<file path="src/sv/assert_macros.svh">
// Assertion macros shared by the RTL files
`ifndef ASSERT_MACROS_SVH
`define ASSERT_MACROS_SVH

`ifndef SYNTH

// Checked only while out of reset
`define ASSERT_ON(lbl, clk, rst_n, prop, msg) \
    lbl: assert property (@(posedge clk) disable iff (!rst_n) prop) else $error(msg);

// Checked at every edge, reset included
`define ASSERT_ALWAYS(lbl, clk, prop, msg) \
    lbl: assert property (@(posedge clk) prop) else $error(msg);

`else

`define ASSERT_ON(lbl, clk, rst_n, prop, msg)
`define ASSERT_ALWAYS(lbl, clk, prop, msg)

`endif

`endif

</file>
<file path="src/sv/sabv_pkg.sv">
// Types, constants and arctangent table for the signed vector angle core
`timescale 1ns / 1ps

package sabv_pkg;

    localparam int XY_W        = 62;
    localparam int Z_W         = 34;
    localparam int ANGLE_W     = 16;
    localparam int ROUND_SHIFT = 17;
    localparam int Q_W         = Z_W - ROUND_SHIFT;
    localparam int PROD_EXT_W  = 64;
    localparam int SCALE_EXP   = 60;
    localparam int TABLE_LEN   = 32;

    localparam logic signed [Z_W-1:0]     HALF_PI_Q30   = 34'sd1686629713;
    localparam logic signed [Z_W-1:0]     ROUND_BIAS    = 34'sd65536;
    localparam logic signed [Q_W-1:0]     ANGLE_LIMIT   = 17'sd25736;
    localparam logic signed [ANGLE_W-1:0] ANGLE_MAX_OUT = 16'sd25736;

    localparam logic STATUS_OK       = 1'b0;
    localparam logic STATUS_ZERO_LEN = 1'b1;

    // atan(2^-i) in Q2.30, rounded to nearest
    localparam logic signed [Z_W-1:0] ATAN_Q30 [TABLE_LEN] = '{
        34'sd843314857, 34'sd497837829, 34'sd263043837, 34'sd133525159,
        34'sd67021687,  34'sd33543516,  34'sd16775851,  34'sd8388437,
        34'sd4194283,   34'sd2097149,   34'sd1048576,   34'sd524288,
        34'sd262144,    34'sd131072,    34'sd65536,     34'sd32768,
        34'sd16384,     34'sd8192,      34'sd4096,      34'sd2048,
        34'sd1024,      34'sd512,       34'sd256,       34'sd128,
        34'sd64,        34'sd32,        34'sd16,        34'sd8,
        34'sd4,         34'sd2,         34'sd1,         34'sd0
    };

    // Per-stage control that travels with the data
    typedef struct packed {
        logic vld;
        logic zero_out;
        logic zero_len;
    } t_ctl;

endpackage

</file>
<file path="src/sv/sabv_rot_stage.sv">
// One registered CORDIC vectoring micro-rotation
`timescale 1ns / 1ps
`include "assert_macros.svh"

module sabv_rot_stage #(
    parameter int SHIFT = 0
) (
    input  logic                                 i_clk,
    input  logic                                 i_rst_n,
    input  logic                                 i_en,
    input  sabv_pkg::t_ctl                       i_ctl,
    input  logic signed [sabv_pkg::XY_W-1:0]     i_x,
    input  logic signed [sabv_pkg::XY_W-1:0]     i_y,
    input  logic signed [sabv_pkg::Z_W-1:0]      i_z,
    output sabv_pkg::t_ctl                       o_ctl,
    output logic signed [sabv_pkg::XY_W-1:0]     o_x,
    output logic signed [sabv_pkg::XY_W-1:0]     o_y,
    output logic signed [sabv_pkg::Z_W-1:0]      o_z
);

    localparam logic signed [sabv_pkg::Z_W-1:0] ATAN_K = sabv_pkg::ATAN_Q30[SHIFT];

    sabv_pkg::t_ctl                       r_ctl;
    logic signed [sabv_pkg::XY_W-1:0]     r_x;
    logic signed [sabv_pkg::XY_W-1:0]     r_y;
    logic signed [sabv_pkg::Z_W-1:0]      r_z;
    logic signed [sabv_pkg::XY_W-1:0]     n_x;
    logic signed [sabv_pkg::XY_W-1:0]     n_y;
    logic signed [sabv_pkg::Z_W-1:0]      n_z;
    logic signed [sabv_pkg::XY_W-1:0]     w_xs;
    logic signed [sabv_pkg::XY_W-1:0]     w_ys;

    always_comb begin
        w_xs = i_x >>> SHIFT;
        w_ys = i_y >>> SHIFT;
        if (!i_y[sabv_pkg::XY_W-1]) begin
            n_x = i_x + w_ys;
            n_y = i_y - w_xs;
            n_z = i_z + ATAN_K;
        end else begin
            n_x = i_x - w_ys;
            n_y = i_y + w_xs;
            n_z = i_z - ATAN_K;
        end
    end

    always_ff @(posedge i_clk) begin
        if (!i_rst_n) begin
            r_ctl.vld <= 1'b0;
        end else if (i_en) begin
            r_ctl <= i_ctl;
        end
    end

    always_ff @(posedge i_clk) begin
        if (i_en) begin
            r_x <= n_x;
            r_y <= n_y;
            r_z <= n_z;
        end
    end

    assign o_ctl = r_ctl;
    assign o_x   = r_x;
    assign o_y   = r_y;
    assign o_z   = r_z;

    `ASSERT_ON(a_hold_x, i_clk, i_rst_n, r_ctl.vld && !i_en |=> $stable(r_x) && $stable(r_z), "stalled stage changed its data")
    `ASSERT_ON(a_hold_vld, i_clk, i_rst_n, r_ctl.vld && !i_en |=> r_ctl.vld, "stalled stage dropped its item")

endmodule

</file>
<file path="config.mk">
export PLATFORM = sky130hd
export DESIGN_NAME = sabv_rot_stage
export DESIGN_NICKNAME = d
export VERILOG_FILES = /design/src/sv/sabv_pkg.sv /design/src/sv/sabv_rot_stage.sv
export VERILOG_INCLUDE_DIRS = /design/src /design/src/sv
export SDC_FILE = /design/constraint.sdc
export NUM_CORES = 1
export LEC_CHECK = 0
export BUFFER_PORTS_ARGS = -buffer_cell sky130_fd_sc_hd__buf_2
export CAP_MARGIN = 15
export CORE_MARGIN = 5
export CORE_UTILIZATION = 37
export DETAILED_ROUTE_END_ITERATION = 10
export PLACE_DENSITY = 0.56
export SYNTH_ARGS = -nofsm -noshare
export SYNTH_HDL_FRONTEND = slang
export SYNTH_SLANG_ARGS = --single-unit
</file>
<file path="constraint.sdc">
create_clock -name i_clk -period 4.9 [get_ports i_clk]
set_input_delay 0.735 -clock i_clk [delete_from_list [all_inputs] [get_ports i_clk]]
set_output_delay 0.735 -clock i_clk [all_outputs]
set_load 0.05 [all_outputs]
</file>
[After elaboration in Yosys (flattened, before gate mapping)]
Cells that the tools add are included.
Storage, ports and cells
  bits in registers: 161
  input bits: 164
  output and inout port bits: 161
  logic and storage cells: 15
Operators by class
  add/sub/neg operators: 5
  mux-type cells: 3
  reductions and logical operators: 1
Operators by type and width (count)
  62-bit two-way mux: 2
  62-bit subtractor: 2
  62-bit adder: 1
  34-bit by 31-bit adder with 34-bit output (second input constant): 1
  34-bit two-way mux: 1
  34-bit by 31-bit subtractor with 34-bit output (second input constant): 1
  2-bit AND reduction: 1

[Logic depth before layout (Yosys ltp)]
Gate-level depths: netlist of run 1.
  word-level depth: 2
  gate-level depth with buffers: 16
  mapped depth without buffers: 14

[Least setup slack after synthesis of run 1]
OpenSTA, ideal clock, no wires.
  path kind: in2reg
  start point: input port i_y[61] (netlist bit)
  end point: register r_z (netlist bit o_z[33]), data pin
  data arrival time: 4.180 ns
  required time: 4.641 ns
  slack: 0.460 ns
  stages: 16
  cells stage by stage: clkbuf_1 clkinv_1 buf_6 clkbuf_1 ha_1 a21o_1 a2111o_1 o22ai_1 a21oi_1 a211oi_2 o21bai_1 a21oi_1 o31ai_1 a221o_1 a21oi_1 xnor2_1
Between the ends
  word-level cells in the longest chain between the ends: 1
Ends and longest elaborated chain
  start, declared: RTL line sabv_rot_stage.sv:13  | input logic signed [sabv_pkg::XY_W-1:0] i_y,
  34-bit two-way mux: RTL line sabv_rot_stage.sv:36  | if (!i_y[sabv_pkg::XY_W-1]) begin
  net n_z, one bit: RTL line sabv_rot_stage.sv:29  | logic signed [sabv_pkg::Z_W-1:0] n_z;
  end signal, assigned: RTL line sabv_rot_stage.sv:59  | r_z <= n_z;
  end, declared: RTL line sabv_rot_stage.sv:26  | logic signed [sabv_pkg::Z_W-1:0] r_z;
The timed path passes the listed nets, and every way through them passes these cells.
A chain may end at the register's enable or synchronous reset.

[Worst setup path in the final report of run 1]
  start point: input port i_x[13] (netlist bit)
  end point: register r_x (netlist bit o_x[58]), data pin
Between the ends
  word-level cells in the longest chain between the ends: 2
Ends and longest elaborated chain
  start, declared: RTL line sabv_rot_stage.sv:12  | input logic signed [sabv_pkg::XY_W-1:0] i_x,
  62-bit adder / 62-bit subtractor (equally long branches): RTL line sabv_rot_stage.sv:37, sabv_rot_stage.sv:41
  62-bit two-way mux *: RTL line sabv_rot_stage.sv:36
  net n_x, one bit: RTL line sabv_rot_stage.sv:27  | logic signed [sabv_pkg::XY_W-1:0] n_x;
  end signal, assigned: RTL line sabv_rot_stage.sv:57  | r_x <= n_x;
  end, declared: RTL line sabv_rot_stage.sv:24  | logic signed [sabv_pkg::XY_W-1:0] r_x;
Mark *: on every way through the listed nets, which the timed path passes. The rest lies on a longest branch.

==> impl_metrics.csv, run 1 <==
group,metric,value,unit
status,status,"finished, final reports clean",
clocking,clock_sinks,160,
final_layout,layout_commonest_cell,"buf_2",
sta,slew_viol_final,0,
worst_setup_path,cp-end-kind,"register",
place,hpwl,57100,µm
clocking,clk_latency,0.49,ns
sta,setup_tns,0,ns
final_layout,drive_above_1_share,17.5,%
place,post-place-ws,0.213,ns
detailed_routing,drtPass1Iterations,6,
logic_synthesis,synth_area,0.0180,mm²
floorplan,dieArea,0.0533,mm²
logic_synthesis,ys_seq_elements,160,
detailed_routing,dr.first_iter.drc_count,1668,
logic_synthesis,synth_mux_area_share,1.62,%
sta,setup_viol,0,
sta,hold_slack,0.414,ns
global_route,grt_max_degree,159,
logic_synthesis,syn_inst,2193,
sta,hold_viol,0,
final_layout,area_growth,15.6,%
worst_setup_path,rrSetupSlack,4.31,ns
worst_setup_path,required,5.14,ns
logic_synthesis,synth_simple_gate_area_share,13.4,%
clocking,htree_levels,4,
clocking,cts_resized,0,
detailed_routing,num_vias,18100,
logic_synthesis,yosysSeqAreaShare,26.6,%
final_layout,fillers,4924,
logic_synthesis,yosysWarningCount,0,
clocking,clockBufferDepth,2,
worst_setup_path,crit_end,"o_x[58]",
logic_synthesis,synth_fa_ha_area_share,15.4,%
clocking,post_cts_buffers,0,
global_route,antenna_found_initial,3,
worst_setup_path,startpoint_type,"input pin",
floorplan,die_w,231,µm
global_route,overflow,0,
worst_setup_path,cp.arrival,4.49,ns
floorplan,design.core.area,0.0485,mm²
job,cap_violations,0,
worst_setup_path,cp-startpoint,"i_x[13]",
floorplan,die_height,231,µm
place,gp_congestion,1.00,
logic_synthesis,syn-num-nets,2576,
clocking,root_buffer,"clkbuf_16",
floorplan,rows,81,
final_layout,nNetsFinal,2863,
worst_setup_path,r2r_start,"o_ctl[2]",
clocking,cts_tree,"built",
pwr,p_leak,9.07,nW
final_layout,final_cell_mix,"buf_2 (322), a21oi_1 (304), ha_1 (215)",
sta,fin_crit_sh,86.6,%
sta,fmax,236,MHz
logic_synthesis,synth_ff_type,"edfxtp_1",
sta,period_needed,4.25,ns
final_layout,utilization,43.0,%
place,portBuffers,324,
worst_setup_path,path_class,"in2reg",
floorplan,io_pins,325,
logic_synthesis,async_reset_ff_share,0,%
worst_setup_path,worstPathMaxFanout,13,
sta,finClkSkew,0,ns
clocking,clkSlewWorstSetupHoldPaths,0.07,ns
global_route,grt_first_pass_wirelength,107000,µm
sta,slew_headroom,30.7,%
logic_synthesis,syn_avg_cell_area,8.23,µm²
worst_setup_path,r2r_cells,2,
worst_setup_path,r2r-end,"o_ctl[2]",
logic_synthesis,synth_top_family_by_area,"compound AO/OA/AOI/OAI gates",
hold_path,hold_path_class,"in2reg",
global_route,track_usage,25.5,%
sta,worst_pin_slew,1.03,ns
logic_synthesis,synth-edff-count,159,
floorplan,start_util,37.2,%
sta,worst_slack,0.655,ns
detailed_routing,wl,70600,µm
clocking,cts_buffers,17,
pwr,peakVddDrop,206,µV
detailed_routing,postRouteAntennaNets,0,
detailed_routing,wire_per_inst,22.6,µm
logic_synthesis,synth_compound_area_share,28.5,%
logic_synthesis,synth.distinct_cells,87,
clocking,postCtsHoldBufs,0,
sta,rsz0062_at_grt,"no",
detailed_routing,drt_drc_violations_left,0,
logic_synthesis,synth-xor-area-share,7.38,%
detailed_routing,routed_via_density,5.81,
pwr,power.density,309,mW/mm²
global_route,grt_pass1_vias,17700,
-- area by class of cell --
type	instances	area, µm²	share of cell area, %
Multi-Input combinational cell	1727	12000	57.3
Timing Repair Buffer	364	1960	9.39
Antenna cell	1	2.50	0.0120
Inverter	210	793	3.80
Clock buffer	19	453	2.17
Clock inverter	13	129	0.618
Sequential cell	160	4790	23.0
Tap cell	622	778	3.73
-- per-layer routing --
metal / up-vias / share of wire (%) / GRT usage (%)
li1: 8539 / - / -
met3: 94 / 6.4 / 4.19
met2: 720 / 47 / 42.2
met5: - / 0.045 / 0
met4: 4 / 2.3 / 6.85
met1: 8752 / 45 / 34.8
-- where the power goes --
part | leakage [nW] | switching, W | internal, W
Combinational | 7.23 | 0.00226 | 0.000899
Clock | 0.281 | 0.000663 | 0.000733
Sequential | 1.56 | 0.0000742 | 0.00182
Total | 9.07 | 0.00300 | 0.00345
-- worst max-delay path, cell delays in order --
cell,delay [ns]
buf_2,0.11
inv_1,0.04
ha_1,0.57
inv_1,0.17
nor3_1,0.73
nand2_1,0.10
o21ai_1,0.18
buf_4,0.16
a221oi_2,0.07
buf_4,0.21
o21a_1,0.27
o31a_1,0.31
o211a_1,0.26
nor2_1,0.22
a2bb2oi_1,0.24
xnor2_1,0.09
-- per-stage QoR --
step / instances / power [W] / cell area (µm²)
6_report: 3116 / 0.00645 / 20900
5_1_grt: 3115 / 0.00676 / 20900
4_1_cts: 3115 / 0.00648 / 20900
3_5_place_dp: 3083 / 0.00505 / 20300
3_3_place_gp: 3083 / 0.00505 / 20300
2_1_floorplan: 2193 / 0.00412 / 18000
-- how the worst min path moves through the flow --
| stage | endpoint | cells past startpoint | slack (ns) | from |
|---|---|---|---|---|
| after global routing | o_ctl[0] | 1 | 0.39 | i_ctl[0] |
| after detailed placement | o_ctl[2] | 2 | 0.51 | o_ctl[2] |
| final | o_ctl[0] | 1 | 0.41 | i_ctl[0] |
| after floorplan | o_ctl[2] | 2 | 0.74 | o_ctl[2] |
| after global placement | o_ctl[2] | 2 | 0.50 | o_ctl[2] |
| after CTS | o_ctl[0] | 1 | 0.38 | i_ctl[0] |
-- cells by family after synthesis --
logic type | Yosys count
adders and majority gates | 219
xor gates and xnor gates | 152
muxes | 29
and+or+nand+nor | 511
DFF | 160
AOI/OAI and AO/OA | 816
buffers and inverters | 306
-- registers in the layout (all words and copies together), names as in the netlist --
| name | count |
|---|---|
| o_x | 62 |
| o_y | 61 |
| o_z | 34 |
| o_ctl | 3 |
-- synth_stat cells (10+ instances only) --
cell,n,area (µm²)
edfxtp_1,159,4770
o31a_1,12,105
o31ai_1,31,233
buf_6,12,135
nand2b_1,20,125
nor2_1,157,589
clkbuf_1,52,195
inv_1,195,732
a211oi_1,18,135
o21ai_1,21,105
o21bai_1,62,465
o211ai_1,23,173
xor2_1,23,201
nand3_1,28,140
ha_1,215,2690
clkinv_1,10,37.5
o21ai_0,152,761
o21a_1,23,173
nand2_1,124,465
buf_1,14,52.6
xnor2_1,129,1130
nor3_1,47,235
buf_4,10,75.1
a31oi_1,17,106
mux2i_1,28,280
nand4_1,35,219
a21oi_1,304,1520
nor4_1,31,194
nor2b_1,25,156
a21o_1,54,405
or3_1,10,62.6
No activity file was read; power rests on OpenSTA's default activity.
==> run 2: changes to the inputs <==
--- a/config.mk
+++ b/config.mk
@@ -8,4 +8,5 @@
 export LEC_CHECK = 0
-export BUFFER_PORTS_ARGS = -buffer_cell sky130_fd_sc_hd__buf_2
 export CAP_MARGIN = 15
+export CELL_PAD_IN_SITES_DETAIL_PLACEMENT = 0
+export CELL_PAD_IN_SITES_GLOBAL_PLACEMENT = 1
 export CORE_MARGIN = 5
@@ -13,3 +14,4 @@
 export DETAILED_ROUTE_END_ITERATION = 10
-export PLACE_DENSITY = 0.56
+export DONT_BUFFER_PORTS = 1
+export PLACE_DENSITY = 0.64
 export SYNTH_ARGS = -nofsm -noshare
--- a/constraint.sdc
+++ b/constraint.sdc
@@ -3,2 +3,2 @@
 set_output_delay 0.735 -clock i_clk [all_outputs]
-set_load 0.05 [all_outputs]
+set_load 0.1 [all_outputs]
==> run 2 against run 1 <==
  * Cell count shrank 11%
  * Highest routed layer is now met4
  * Total power grew 7.4%
  * Sequential cell count is the same
  * Largest cell class unchanged
==> impl_metrics.csv, run 2 (same netlist as run 1, synthesis figures left out) <==
group,metric,value,unit
sta,fmax,245,MHz
clocking,root_buffer,"clkbuf_16",
floorplan,die_height,231,µm
clocking,cts_resized,0,
sta,slew_viol_final,0,
worst_setup_path,cp_slowest_stage_delay,0.59,ns
clocking,htree_levels,4,
final_layout,area_growth,5.82,%
floorplan,design.core.area,0.0485,mm²
sta,worst_pin_slew,1.09,ns
pwr,p_leak,7.70,nW
global_route,grt_first_pass_wirelength,102000,µm
floorplan,io_pins,325,
detailed_routing,num_vias,16700,
hold_path,hold_path_class,"in2reg",
final_layout,num_antenna_cells,0,
sta,period_needed,4.08,ns
pwr,p_comb_share,28.1,%
sta,slew_headroom,27.5,%
worst_setup_path,path_cells,"inv_1, ha_1, nor2b_1, nor4_1, a2bb2oi_2, a21oi_2, o31ai_4, a31oi_2, o31ai_2, a311oi_2, o21ai_1, a22oi_1, xnor2_1",
detailed_routing,wire_per_inst,24.6,µm
sta,finClkSkew,0,ns
place,portBuffers,0,
pwr,switching_share,53.2,%
detailed_routing,postRouteAntennaNets,0,
pwr,power.density,363,mW/mm²
worst_setup_path,critPathSlowestCell,"o31ai_2",
sta,setup_tns,0,ns
worst_setup_path,startpoint_type,"input pin",
final_layout,drive_above_1_share,4.50,%
sta,hold_viol,0,
clocking,clk_latency,0.49,ns
clocking,clkSlewWorstSetupHoldPaths,0.07,ns
pwr,seq_power_share,52.2,%
pwr,switchingPower,0.00369,W
final_layout,fin_cells,2776,
final_layout,layout_commonest_cell,"a21oi_1",
sta,fin_crit_sh,83.3,%
clocking,clock_sinks,160,
pwr,peakVddDrop,256,µV
worst_setup_path,path_buf_inv,1,
clocking,cts_buffers,17,
clocking,cts_tree,"built",
detailed_routing,dr.first_iter.drc_count,1510,
global_route,grt_max_degree,174,
detailed_routing,routed_via_density,6.01,
final_layout,largest_reg_flops,62,
global_route,overflow,0,
floorplan,die_w,231,µm
sta,setup_viol,0,
status,status,"finished, final reports clean",
pwr,internal_power,0.00324,W
global_route,track_usage,24.7,%
floorplan,start_util,37.2,%
worst_setup_path,worstPathMaxFanout,12,
clocking,clockBufferDepth,2,
clocking,post_cts_buffers,0,
global_route,antenna_found_initial,0,
detailed_routing,wl,68400,µm
floorplan,rows,81,
job,cap_violations,0,
worst_setup_path,cp-end-kind,"register",
final_layout,final_cell_mix,"a21oi_1 (304), ha_1 (215), inv_1 (195)",
worst_setup_path,cp.arrival,4.31,ns
clocking,postCtsHoldBufs,0,
detailed_routing,drt_drc_violations_left,0,
worst_setup_path,path_delay_family,"compound AO/OA/AOI/OAI gates",
final_layout,fillers,5030,
place,gp_congestion,0.934,
global_route,grt_pass1_vias,16000,
final_layout,nNetsFinal,2524,
place,place_inst,2744,
worst_setup_path,path_class,"in2reg",
place,hpwl,54800,µm
detailed_routing,drtPass1Iterations,6,
pwr,clkPwrFrac,19.7,%
worst_setup_path,required,5.13,ns
sta,rsz0062_at_grt,"no",
sta,hold_slack,0.331,ns
floorplan,dieArea,0.0533,mm²
[run 2: per-layer routing]
metal  part of all wire [%]  global-route usage [%]  vias up
li1                       -                       -     7859
met1                     44                    33.3     8082
met2                     46                    39.8      676
met3                    7.6                    6.19       76
met4                    2.1                    6.65        0
met5                      0                       0        -
[run 2: worst register-to-register path, cell delays in order, from the launching register on]
cell	delay [ns]
dfxtp_1	0.95
mux2i_1	0.16
nor2b_1	0.14
[run 2: power groups by stage]
stage | sequential, W | clock (W) | combinational (W)
after floorplan | 0.00357 | 0 | 0.00140
after global placement | 0.00366 | 0 | 0.00192
after detailed placement | 0.00365 | 0 | 0.00191
after CTS | 0.00363 | 0.00142 | 0.00192
after global routing | 0.00364 | 0.00147 | 0.00211
final | 0.00362 | 0.00136 | 0.00195
[run 2: path summary, 6_finish.rpt]
kind	from	to	depth (start not counted)	slack [ns]
max reg2reg	o_ctl[2]	o_ctl[2]	2	3.59
min	i_ctl[0]	o_ctl[0]	0	0.33
min reg2reg	o_ctl[2]	o_ctl[2]	2	1.02
max	i_x[4]	o_y[57]	13	0.82
[run 2: metrics by stage]
| step | area [µm²] | setup WS, ns | util (%) | power [W] |
|---|---|---|---|---|
| floorplan | 18000 | 0.460 | - | 0.00497 |
| global placement | 18500 | 0.360 | 38.2 | 0.00557 |
| detailed placement | 18500 | 0.364 | 38.2 | 0.00556 |
| CTS | 19100 | 0.896 | 39.3 | 0.00698 |
| global route | 19100 | 0.660 | 39.3 | 0.00722 |
| finish | 19100 | 0.816 | 39.3 | 0.00693 |
[run 2: area by class of cell]
class,instances,area [µm²],area share [%]
multi-input combinational,1727,12000,62.6
tap,622,778,4.08
inverter,210,793,4.15
clock buffer,17,425,2.23
clock inverter,15,138,0.721
timing repair buffer,25,208,1.09
sequential,160,4790,25.1
